===== config.mk =====
export PLATFORM = sky130hd
export DESIGN_NAME = wheel_count_frame_deframer_flat
export DESIGN_NICKNAME = d
export VERILOG_FILES = /design/src/sv/wcfd_pkg.sv /design/src/sv/wcfd_if.sv /design/src/sv/wheel_count_frame_deframer.sv /design/src/sv/wcfd_parser.sv /design/src/sv/wcfd_outbuf.sv /design/src/flat_wrapper.sv
export SDC_FILE = /design/constraint.sdc
export NUM_CORES = 1
export LEC_CHECK = 0
export ABC_AREA = 1
export BUFFER_PORTS_ARGS = -buffer_cell sky130_fd_sc_hd__buf_2
export CAP_MARGIN = 20
export CORE_MARGIN = 2
export CORE_UTILIZATION = 30
export CTS_CLUSTER_SIZE = 8
export DETAILED_ROUTE_END_ITERATION = 8
export PLACE_DENSITY = 0.5
export SYNTH_ARGS = -nofsm -noshare
export SYNTH_HDL_FRONTEND = slang
export SYNTH_SLANG_ARGS = --single-unit

===== constraint.sdc =====
create_clock -name clk -period 7.7 [get_ports clk]
set_input_delay 1.925 -clock clk [delete_from_list [all_inputs] [get_ports clk]]
set_output_delay 1.925 -clock clk [all_outputs]
set_load 0.03 [all_outputs]

===== src/sv/wcfd_pkg.sv =====
// shared types and constants for the wheel count frame deframer
`timescale 1ns / 1ps

package wcfd_pkg;

  localparam int unsigned ByteW  = 8;
  localparam int unsigned CountW = 32;
  localparam int unsigned SumW   = 16;
  localparam int unsigned PosW   = 4;
  localparam int unsigned DataW  = 32;
  localparam int unsigned AddrW  = 3;

  // header byte value after reset
  localparam logic [ByteW-1:0] HeaderReset = 8'h58;

  // frame layout, byte positions within the 12-byte frame
  localparam logic [PosW-1:0] PosFirstHdr  = 4'd1;
  localparam logic [PosW-1:0] PosFirstData = 4'd2;
  localparam logic [PosW-1:0] PosRightCnt  = 4'd6;
  localparam logic [PosW-1:0] PosSumHigh   = 4'd10;

  // register index of header_byte
  localparam logic RegHeader = 1'b0;

  // frame status codes
  localparam logic StatusOk      = 1'b0;
  localparam logic StatusCsumErr = 1'b1;

  typedef struct packed {
    logic signed [CountW-1:0] left_count;
    logic signed [CountW-1:0] right_count;
    logic                     frame_status;
  } frame_result_t;

endpackage


===== src/sv/wcfd_if.sv =====
// channel interfaces for received bytes and decoded frames
`timescale 1ns / 1ps

interface wcfd_in_if;
  logic                           valid;
  logic                           ready;
  logic [wcfd_pkg::ByteW-1:0]     rx_byte;

  modport source (output valid, output rx_byte, input ready);
  modport sink (input valid, input rx_byte, output ready);
endinterface

interface wcfd_out_if;
  logic                               valid;
  logic                               ready;
  logic signed [wcfd_pkg::CountW-1:0] left_count;
  logic signed [wcfd_pkg::CountW-1:0] right_count;
  logic                               frame_status;

  modport source (output valid, output left_count, output right_count,
                  output frame_status, input ready);
  modport sink (input valid, input left_count, input right_count,
                input frame_status, output ready);
endinterface


===== src/sv/wheel_count_frame_deframer.sv =====
// Wheel count frame deframer top level.
// Received serial bytes enter on in_chan, one byte per transaction. The block
// hunts for two consecutive header bytes, then collects the rest of a 12-byte
// frame: two big-endian 32-bit wheel counts and a big-endian 16-bit checksum
// that must equal the 16-bit sum of the first ten frame bytes.
// At the last byte of every frame one transaction leaves on out_chan with both
// counts and frame_status (0 ok, 1 checksum error, counts then zero).
// The header value is set through the APB port at address 0 (reset 0x58).
// Throughput: one byte per cycle while the result side has room. A byte is
// captured in an input register, the state machine takes it from there, and
// a frame result is registered in the output register that drives out_chan.
// When the receiver stalls, a result waits in the output register and a
// second one in a skid slot; in_chan.ready drops only while both are full.
// Reset (rst_n low, synchronous) returns the hunt to idle, clears the sums
// and counts, empties the input and output registers and restores the header.
`timescale 1ns / 1ps

module wheel_count_frame_deframer (
  input  logic                          clk,
  input  logic                          rst_n,
  wcfd_in_if.sink                       in_chan,
  wcfd_out_if.source                    out_chan,
  input  logic                          psel,
  input  logic                          penable,
  input  logic                          pwrite,
  input  logic [wcfd_pkg::AddrW-1:0]    paddr,
  input  logic [wcfd_pkg::DataW-1:0]    pwdata,
  output logic [wcfd_pkg::DataW-1:0]    prdata,
  output logic                          pready
);
  import wcfd_pkg::*;

  logic                in_valid_r, in_valid_nxt;
  logic [ByteW-1:0]    in_byte_r, in_byte_nxt;
  logic [ByteW-1:0]    header_r, header_nxt;
  logic                proc_fire;
  logic                buf_full;
  logic                res_valid;
  frame_result_t       res_data;
  logic                in_take;
  logic                cfg_write;

  // configuration register
  assign pready    = 1'b1;
  assign cfg_write = psel & penable & pwrite & pready;

  always_comb begin
    header_nxt = header_r;
    if (cfg_write && paddr[AddrW-1] == RegHeader) begin
      header_nxt = pwdata[ByteW-1:0];
    end
  end

  always_comb begin
    prdata = '0;
    if (paddr[AddrW-1] == RegHeader) begin
      prdata = {{(DataW-ByteW){1'b0}}, header_r};
    end
  end

  // input register, held while the result side is full
  assign proc_fire     = in_valid_r & ~buf_full;
  assign in_chan.ready = ~in_valid_r | proc_fire;
  assign in_take       = in_chan.valid & in_chan.ready;

  always_comb begin
    in_valid_nxt = in_valid_r;
    in_byte_nxt  = in_byte_r;
    if (in_take) begin
      in_valid_nxt = 1'b1;
      in_byte_nxt  = in_chan.rx_byte;
    end else if (proc_fire) begin
      in_valid_nxt = 1'b0;
    end
  end

  always_ff @(posedge clk) begin
    if (!rst_n) begin
      in_valid_r <= 1'b0;
      header_r   <= HeaderReset;
    end else begin
      in_valid_r <= in_valid_nxt;
      header_r   <= header_nxt;
    end
    in_byte_r <= in_byte_nxt;
  end

  wcfd_parser u_parser (
    .clk         (clk),
    .rst_n       (rst_n),
    .byte_fire   (proc_fire),
    .byte_in     (in_byte_r),
    .header_byte (header_r),
    .res_valid   (res_valid),
    .res_data    (res_data)
  );

  wcfd_outbuf u_outbuf (
    .clk       (clk),
    .rst_n     (rst_n),
    .push      (res_valid),
    .push_data (res_data),
    .full      (buf_full),
    .out_chan  (out_chan)
  );

endmodule


===== src/sv/wcfd_parser.sv =====
// frame hunt and collect state machine, one byte per cycle with byte_fire high
`timescale 1ns / 1ps

module wcfd_parser (
  input  logic                          clk,
  input  logic                          rst_n,
  input  logic                          byte_fire,
  input  logic [wcfd_pkg::ByteW-1:0]    byte_in,
  input  logic [wcfd_pkg::ByteW-1:0]    header_byte,
  output logic                          res_valid,
  output wcfd_pkg::frame_result_t       res_data
);
  import wcfd_pkg::*;

  typedef enum logic [1:0] {
    PH_IDLE,
    PH_ONE,
    PH_COLLECT
  } phase_t;

  phase_t              phase_r, phase_nxt;
  logic [PosW-1:0]     pos_r, pos_nxt;
  logic [SumW-1:0]     sum_r, sum_nxt;
  logic [CountW-1:0]   left_r, left_nxt;
  logic [CountW-1:0]   right_r, right_nxt;
  logic [ByteW-1:0]    sum_hi_r, sum_hi_nxt;

  logic [SumW-1:0]     sum_add;
  logic [SumW-1:0]     rx_sum;
  logic                sum_ok;

  assign sum_add = sum_r + {{(SumW-ByteW){1'b0}}, byte_in};
  assign rx_sum  = {sum_hi_r, byte_in};
  assign sum_ok  = (rx_sum == sum_r);

  // next state for one accepted byte
  always_comb begin
    phase_nxt  = phase_r;
    pos_nxt    = pos_r;
    sum_nxt    = sum_r;
    left_nxt   = left_r;
    right_nxt  = right_r;
    sum_hi_nxt = sum_hi_r;
    res_valid  = 1'b0;
    res_data.left_count   = left_r;
    res_data.right_count  = right_r;
    res_data.frame_status = StatusOk;
    if (sum_ok == 1'b0) begin
      res_data.left_count   = '0;
      res_data.right_count  = '0;
      res_data.frame_status = StatusCsumErr;
    end
    if (byte_fire) begin
      case (phase_r)
        PH_ONE: begin
          if (byte_in == header_byte) begin
            phase_nxt = PH_COLLECT;
            pos_nxt   = PosFirstData;
            sum_nxt   = sum_add;
          end else begin
            phase_nxt  = PH_IDLE;
            pos_nxt    = '0;
            sum_nxt    = '0;
            left_nxt   = '0;
            right_nxt  = '0;
            sum_hi_nxt = '0;
          end
        end
        PH_COLLECT: begin
          if (pos_r < PosRightCnt) begin
            left_nxt = {left_r[CountW-ByteW-1:0], byte_in};
            sum_nxt  = sum_add;
            pos_nxt  = pos_r + 1'b1;
          end else if (pos_r < PosSumHigh) begin
            right_nxt = {right_r[CountW-ByteW-1:0], byte_in};
            sum_nxt   = sum_add;
            pos_nxt   = pos_r + 1'b1;
          end else if (pos_r == PosSumHigh) begin
            sum_hi_nxt = byte_in;
            pos_nxt    = pos_r + 1'b1;
          end else begin
            // final checksum byte: emit and go back to hunting
            res_valid  = 1'b1;
            phase_nxt  = PH_IDLE;
            pos_nxt    = '0;
            sum_nxt    = '0;
            left_nxt   = '0;
            right_nxt  = '0;
            sum_hi_nxt = '0;
          end
        end
        default: begin
          phase_nxt  = PH_IDLE;
          pos_nxt    = '0;
          sum_nxt    = '0;
          left_nxt   = '0;
          right_nxt  = '0;
          sum_hi_nxt = '0;
          if (byte_in == header_byte) begin
            phase_nxt = PH_ONE;
            pos_nxt   = PosFirstHdr;
            sum_nxt   = {{(SumW-ByteW){1'b0}}, byte_in};
          end
        end
      endcase
    end
  end

  // state registers
  always_ff @(posedge clk) begin
    if (!rst_n) begin
      phase_r  <= PH_IDLE;
      pos_r    <= '0;
      sum_r    <= '0;
      left_r   <= '0;
      right_r  <= '0;
      sum_hi_r <= '0;
    end else begin
      phase_r  <= phase_nxt;
      pos_r    <= pos_nxt;
      sum_r    <= sum_nxt;
      left_r   <= left_nxt;
      right_r  <= right_nxt;
      sum_hi_r <= sum_hi_nxt;
    end
  end

endmodule


===== src/sv/wcfd_outbuf.sv =====
// result register with a skid slot in front of the output channel
`timescale 1ns / 1ps

module wcfd_outbuf (
  input  logic                    clk,
  input  logic                    rst_n,
  input  logic                    push,
  input  wcfd_pkg::frame_result_t push_data,
  output logic                    full,
  wcfd_out_if.source              out_chan
);
  import wcfd_pkg::*;

  logic          out_valid_r, out_valid_nxt;
  logic          skid_valid_r, skid_valid_nxt;
  frame_result_t out_data_r, out_data_nxt;
  frame_result_t skid_data_r, skid_data_nxt;
  logic          take;

  assign take = out_valid_r & out_chan.ready;
  assign full = skid_valid_r;

  // move results between skid slot and output register
  always_comb begin
    out_valid_nxt  = out_valid_r;
    skid_valid_nxt = skid_valid_r;
    out_data_nxt   = out_data_r;
    skid_data_nxt  = skid_data_r;
    if (take) begin
      if (skid_valid_r) begin
        out_data_nxt   = skid_data_r;
        skid_valid_nxt = 1'b0;
      end else begin
        out_valid_nxt = push;
        out_data_nxt  = push_data;
      end
    end else if (push) begin
      if (!out_valid_r) begin
        out_valid_nxt = 1'b1;
        out_data_nxt  = push_data;
      end else begin
        skid_valid_nxt = 1'b1;
        skid_data_nxt  = push_data;
      end
    end
  end

  always_ff @(posedge clk) begin
    if (!rst_n) begin
      out_valid_r  <= 1'b0;
      skid_valid_r <= 1'b0;
    end else begin
      out_valid_r  <= out_valid_nxt;
      skid_valid_r <= skid_valid_nxt;
    end
    out_data_r  <= out_data_nxt;
    skid_data_r <= skid_data_nxt;
  end

  assign out_chan.valid        = out_valid_r;
  assign out_chan.left_count   = out_data_r.left_count;
  assign out_chan.right_count  = out_data_r.right_count;
  assign out_chan.frame_status = out_data_r.frame_status;

endmodule


===== src/flat_wrapper.sv =====
// flat-port wrapper written by rule: the top's interface ports become plain ports
module wheel_count_frame_deframer_flat import wcfd_pkg::*;
  (clk, rst_n, psel, penable, pwrite, paddr, pwdata, prdata, pready, in_chan_valid, in_chan_rx_byte, in_chan_ready, out_chan_valid, out_chan_left_count, out_chan_right_count, out_chan_frame_status, out_chan_ready);
  wcfd_in_if in_chan_i ();
  wcfd_out_if out_chan_i ();
  input  logic clk;
  input  logic rst_n;
  input  logic psel;
  input  logic penable;
  input  logic pwrite;
  input  logic [wcfd_pkg::AddrW-1:0] paddr;
  input  logic [wcfd_pkg::DataW-1:0] pwdata;
  output logic [wcfd_pkg::DataW-1:0] prdata;
  output logic pready;
  input wire logic [$bits(in_chan_i.valid)-1:0] in_chan_valid;
  input wire logic [$bits(in_chan_i.rx_byte)-1:0] in_chan_rx_byte;
  output wire logic [$bits(in_chan_i.ready)-1:0] in_chan_ready;
  output wire logic [$bits(out_chan_i.valid)-1:0] out_chan_valid;
  output wire logic [$bits(out_chan_i.left_count)-1:0] out_chan_left_count;
  output wire logic [$bits(out_chan_i.right_count)-1:0] out_chan_right_count;
  output wire logic [$bits(out_chan_i.frame_status)-1:0] out_chan_frame_status;
  input wire logic [$bits(out_chan_i.ready)-1:0] out_chan_ready;
  assign in_chan_i.valid = in_chan_valid;
  assign in_chan_i.rx_byte = in_chan_rx_byte;
  assign in_chan_ready = in_chan_i.ready;
  assign out_chan_valid = out_chan_i.valid;
  assign out_chan_left_count = out_chan_i.left_count;
  assign out_chan_right_count = out_chan_i.right_count;
  assign out_chan_frame_status = out_chan_i.frame_status;
  assign out_chan_i.ready = out_chan_ready;
  wheel_count_frame_deframer u_core (.clk(clk), .rst_n(rst_n), .in_chan(in_chan_i), .out_chan(out_chan_i), .psel(psel), .penable(penable), .pwrite(pwrite), .paddr(paddr), .pwdata(pwdata), .prdata(prdata), .pready(pready));
endmodule

==> results of run 1 <==
==> metrics by stage <==
step	instance area, µm²	hold slack (ns)	util	std cells
global placement	11900	0.475	0.325	1780
CTS	13000	0.491	0.354	1846
global route	13000	0.516	0.354	1846
detailed placement	11900	0.477	0.325	1780
floorplan	11300	0.457	-	1299
finish	13000	0.491	0.354	1846
==> report_power, final <==
group	leakage [µW]	internal, µW	switching [µW]	total (µW)
combinational	0.00276	66.5	161	228
sequential	0.00207	1390	30.3	1420
clock	0.000500	896	558	1450
total	0.00533	2360	749	3110
==> flip-flops by register name, indices dropped and copies added, names as in the netlist <==
name,flops
u_core.u_outbuf.full,1
u_core.in_valid_r,1
u_core.u_parser.phase_r,2
u_core.header_r,8
u_core.u_parser.pos_r,4
u_core.u_outbuf.out_chan.right_count,32
u_core.u_parser.sum_hi_r,8
u_core.u_outbuf.skid_data_r,65
u_core.u_parser.right_r,32
u_core.u_outbuf.out_chan.valid,1
u_core.u_outbuf.out_chan.frame_status,1
u_core.u_parser.sum_r,16
u_core.u_parser.left_r,32
u_core.in_byte_r,8
u_core.u_outbuf.out_chan.left_count,32
==> critical path, cell delays in order <==
cell,delay [ns]
buf_2,0.15
nor2_1,0.10
buf_2,0.20
==> cell type report <==
type | instances | area share
Clock buffer | 63 | 0.0788
Clock inverter | 3 | 0.00173
Inverter | 191 | 0.0555
Multi-Input combinational cell | 770 | 0.294
Sequential cell | 243 | 0.481
Tap cell | 468 | 0.0451
Timing Repair Buffer | 108 | 0.0436
==> worst max-delay path by stage <==
stage,startpoint,end,cells after the start
2_1_floorplan,u_core.u_parser.pos_r[2]$_SDFFE_PN0P_,u_core.u_outbuf.out_chan.frame_status$_DFFE_PP_,6
4_1_cts,paddr[2],prdata[0],3
3_5_place_dp,paddr[2],prdata[0],3
3_3_place_gp,paddr[2],prdata[0],3
5_1_grt,paddr[2],prdata[4],3
6_report,paddr[2],prdata[0],3
==> layout by cell type (no fill, tap or decap), drive strengths merged, types with 6 or more instances in the layout <==
cell type,instances
nand4,70
clkbuf,63
edfxtp,138
ha,11
nand3,18
nand2,310
xor2,6
buf,108
conb,25
dfxtp,105
a21oi,95
inv,191
nor3,72
nor2,111
o21ai,33
==> routing by layer <==
| metal | vias to the layer above | track usage | routed length (µm) |
|---|---|---|---|
| li1 | 4258 | - | - |
| met1 | 3884 | 0.189 | 12800 |
| met2 | 173 | 0.227 | 12700 |
| met3 | 44 | 0.0256 | 1180 |
| met4 | 0 | 0.0434 | 631 |
| met5 | - | 0 | 0 |
==> kinds of logic (layout without fill, tap and decap cells) <==
group | Yosys count | in the layout | share of synthesized area
fa+ha+maj | 12 | 12 | 0.0141
buf+inv | 286 | 365 | 0.114
other cells | 2 | 25 | 0.000669
flops | 243 | 243 | 0.557
simple gates | 586 | 586 | 0.243
compound gates | 136 | 136 | 0.0621
xor+xnor | 11 | 11 | 0.00859
==> impl_metrics.yaml, run 1 <==
worst_hold_path:
  hp-start: "u_core.u_parser.sum_r[15]$_SDFFE_PN0P_"
  holdPathStages: 2
  worst_hold_path_type: "flop to flop"
  holdPathEnd: "u_core.u_parser.sum_r[15]$_SDFFE_PN0P_"
power:
  power.density_nw_per_um2: 239
  max-vdd-ir-drop_v: 0.000114
  leakage_uw: 0.00533
  total_power_uw: 3110
critical_path:
  worstPathRequired_ns: 5.78
  critical_path_class: "input port to output pin"
  r2r_end: "u_core.u_outbuf.skid_data_r[36]$_DFFE_PP_"
  critPathCaptureType: "output pin"
  arrival_ns: 2.37
  r2r_cells: 7
  startpoint_type: "input port"
  r2r_start: "u_core.in_byte_r[2]$_DFFE_PP_"
  reg2reg_slack_ns: 4.26
  cp_max_fo: 9
sta:
  fin_crit_sh: 0.558
  slew_headroom: 0.312
  fmax_ghz: 0.233
  tightest_slew_ns: 1.03
  slew_violations: 0
  setup_tns_ns: 0
  setup_viol_count_final: 0
  rsz0062_at_grt: "no"
  post-route-min-period_ns: 4.30
  fin_skew_ns: 0.0303
  fin_ws_ns: 3.40
  final-hold-violation-count: 0
cells_and_area:
  multi_input_area_um2: 3820
  area_delta_synth_final_pct: 15.7
  nets: 1412
  drive_above_1_share: 0.166
  diodes: 0
  seq_area_um2: 6250
  fillerInstances: 3797
grt:
  grt_util_all_layers: 0.140
  overflow: 0
  antenna_found_initial: 0
  grt_start_max_net_pins: 67
  grt_pass1_vias: 8150
  grt_pass1_wl_um: 43400
route:
  num_vias: 8359
  drtIter0Drc: 484
  firstDrtPassIters: 5
  wire_per_inst_um: 14.8
  drc: 0
  post_drt_via_cell_ratio: 4.53
  wl_um: 27300
  ant_nets: 0
clock_network:
  cts.sinks: 243
  postCtsHoldBufs: 0
  clk_latency_ns: 0.52
  cts_root_buffer: "clkbuf_16"
  cts_setup_buffers: 0
  ctsResizeCount: 0
  cts_tree: "yes"
  cts_buffers: 36
  cts_max_level: 2
  path_clk_slew_ns: 0.05
  clockBufferDepth: 3
floorplan:
  io-pin-count: 150
  core_um2: 36700
  die_area_um2: 39000
  rows: 70
  die_h_um: 197
  initial_core_util: 0.306
  die_w_um: 197
synthesis:
  synth_ff_type: "edfxtp_1"
  synth_async_sr_flop_share: 0
  yosys.area.top_type: "edfxtp_1"
  synth_area_leaders: "edfxtp_1, dfxtp_1, nand2_1, inv_1, a21oi_1"
  ys_warn_count: 0
  netlist.area_leader.share: 0.369
  yosysUniqueCellTypes: 39
  synth_common_cells: "nand2_1, inv_1, edfxtp_1"
  synth.ff_latch_count: 243
  yosysMostFrequentCell: "nand2_1"
  syn-instance-count: 1276
  syn_area_per_cell_um2: 8.79
  seq_area_frac_synth: 0.557
  syn-cell-area_um2: 11200
  synth_edf_count: 138
status:
  status: "finished, final reports clean"
place:
  dp_hpwl_um: 15600
  place_ws_ns: 3.40
  gp_congestion: 0.879
  port_buffers: 98
run:
  maxCapViolCount: 0
(Power assumes the default switching activity.)
==> run 2: changes to the inputs <==
Settings changed: ABC_AREA 1 to 0.
Clock period 7.7 ns to 4.28 ns, I/O delays scaled along.
==> run 2 against run 1 <==
  * Register-to-register slack worse by 3.0 ns
  * Sequential cell count stayed put
  * Sequential share of layout area is 1.1 points higher
  * Critical endpoint is now u_core.u_outbuf.out_chan.right_count[10]$_DFFE_PP_
  * Largest cell class unchanged
==> impl_metrics.yaml, run 2 <==
critical_path:
  worstPathRequired_ns: 4.67
  critical_path_class: "flop to flop"
  cp_max_fo: 66
  arrival_ns: 3.41
  path_cells: "ha_1 > nor4_1 > nand4_1 > nor4_4 > buf_4 > and2_1 > mux2_2"
  startpoint_type: "flop"
  cpPeakStageDelay_ns: 0.56
  critPathCaptureType: "flop"
  slowest_stage: "buf_4"
  critical_path.top_delay_family: "simple AND/OR/NAND/NOR gates"
  timing.critical_path.buf_inv: 1
clock_network:
  cts_tree: "yes"
  cts_max_level: 2
  cts_root_buffer: "clkbuf_16"
  cts_setup_buffers: 0
  clk_latency_ns: 0.52
  postCtsHoldBufs: 0
  path_clk_slew_ns: 0.05
  cts_buffers: 36
  cts.sinks: 243
  clockBufferDepth: 3
  ctsResizeCount: 0
place:
  gp_congestion: 0.758
  placed_area_um2: 11600
  place_ws_ns: 1.21
  dp_hpwl_um: 13800
  port_buffers: 98
cells_and_area:
  area_delta_synth_final_pct: 17.0
  drive_above_1_share: 0.281
  largest_register_ffs: 65
  final_util: 0.356
  nets: 1054
  fillerInstances: 3533
  diodes: 0
  fin_area_um2: 12700
  largest_register: "u_core.u_outbuf.skid_data_r"
  layout_common_cells: "edfxtp_1, nand2_1, dfxtp_1"
  final_common_cell: "edfxtp_1"
synthesis:
  yosysMostFrequentCell: "edfxtp_1"
  yosysUniqueCellTypes: 71
  seq_area_frac_synth: 0.576
  yosys.area.top_type: "edfxtp_1"
  synth.ff_latch_count: 243
  syn-instance-count: 901
  syn_area_per_cell_um2: 12.0
  synth_common_cells: "edfxtp_1, nand2_1, dfxtp_1"
  synth_async_sr_flop_share: 0
  synth_edf_count: 138
  synth_area_leaders: "edfxtp_1, dfxtp_1, mux2_2, mux2i_1, nand2_1"
  ys_warn_count: 0
  syn-cell-area_um2: 10800
  netlist.area_leader.share: 0.382
  synth_ff_type: "edfxtp_1"
route:
  dr_wl_met2_um: 9690
  drc: 0
  firstDrtPassIters: 4
  m1WireLength_um: 11200
  num_vias: 6718
  top_layer: "met4"
  post_drt_via_cell_ratio: 4.55
  ant_nets: 0
  wl_um: 22500
  wire_per_inst_um: 15.2
  drtIter0Drc: 407
  wl_met3_um: 1060
power:
  leakage_uw: 0.00467
  max-vdd-ir-drop_v: 0.000230
  power.density_nw_per_um2: 419
run:
  maxCapViolCount: 0
floorplan:
  rows: 69
  die_h_um: 194
  initial_core_util: 0.305
  die_w_um: 194
  die_area_um2: 37700
  core_um2: 35600
  io-pin-count: 150
grt:
  grt_pass1_wl_um: 36300
  antenna_found_initial: 0
  grt_util_all_layers: 0.118
  overflow: 0
  grt_start_max_net_pins: 67
  grt_pass1_vias: 6688
sta:
  fmax_ghz: 0.331
  fin_crit_sh: 0.705
  setup_viol_count_final: 0
  post-route-min-period_ns: 3.02
  slew_violations: 0
  tightest_slew_ns: 0.923
  rsz0062_at_grt: "no"
  final-hold-violation-count: 0
  fin_ws_ns: 1.26
  slew_headroom: 0.384
  setup_tns_ns: 0
  hold_slack_ns: 0.448
  fin_skew_ns: 0.0207
worst_hold_path:
  worst_hold_path_type: "flop to flop"
status:
  status: "finished, final reports clean"
-- run 2: cell count changes after synthesis, moves of 21 or more --
cell	before	now
inv_1	161	11
nor2_1	109	17
nand2_1	306	125
inv_2	28	0
a21oi_1	95	27
nand4_1	70	6
and2_2	0	28
nand3_1	16	56
nor3_1	38	5
nor3_2	33	1
and2_1	0	21
mux2i_1	0	64
mux2_2	0	62
-- run 2: per-layer routing --
layer  vias up  global-route usage
met4         0              0.0441
met1      3183               0.166
met3        45              0.0245
met5         -                   0
met2       138               0.176
li1       3352                   -
-- run 2: logic make-up after synthesis --
logic type / count (synthesis) / synth area share
adders and majority gates: 12 / 0.0145
muxes: 128 / 0.126
AOI/OAI and AO/OA: 87 / 0.0569
buffers and inverters: 91 / 0.0502
DFF: 243 / 0.576
xor gates and xnor gates: 20 / 0.0162
other: 2 / 0.000693
and+or+nand+nor: 318 / 0.159
-- run 2: layout make-up --
| class | count | area (µm²) | share of cell area |
|---|---|---|---|
| Sequential cell | 243 | 6250 | 0.493 |
| Clock buffer | 58 | 983 | 0.0776 |
| Multi-Input combinational cell | 590 | 4170 | 0.328 |
| Clock inverter | 4 | 75.1 | 0.00592 |
| Timing Repair Buffer | 109 | 588 | 0.0464 |
| Tap cell | 461 | 577 | 0.0455 |
| Inverter | 12 | 45.0 | 0.00355 |
-- run 2: where the power goes --
| part | switching, µW | internal, µW |
|---|---|---|
| sequential | 19.7 | 2460 |
| combinational | 128 | 56.0 |
| clock | 1020 | 1630 |
| total | 1170 | 4150 |
-- run 2: worst paths after layout --
path	cells past startpoint	slack [ns]	endpoint	startpoint
max reg2reg	7	1.26	u_core.u_outbuf.out_chan.right_count[10]$_DFFE_PP_	u_core.in_byte_r[7]$_DFFE_PP_
min reg2reg	2	0.45	u_core.u_parser.left_r[29]$_SDFFE_PN0P_	u_core.u_parser.left_r[29]$_SDFFE_PN0P_
max	7	1.26	u_core.u_outbuf.out_chan.right_count[10]$_DFFE_PP_	u_core.in_byte_r[7]$_DFFE_PP_
min	2	0.45	u_core.u_parser.left_r[29]$_SDFFE_PN0P_	u_core.u_parser.left_r[29]$_SDFFE_PN0P_
-- run 2: worst reg2reg max path, delay by kind of cell (launching register included) --
kind	cells	cell delay (ns)
adder cells (fa/ha/maj)	1	0.41
flip-flops	1	0.55
buffers and inverters	1	0.56
AND/OR/NAND/NOR	4	1.22
multiplexers	1	0.16
-- run 2: per-stage QoR --
stage / cells / total power [µW]
floorplan: 924 / 2680
global placement: 1414 / 2710
global route: 1477 / 5540
CTS: 1476 / 5410
detailed placement: 1414 / 2710
finish: 1477 / 5310
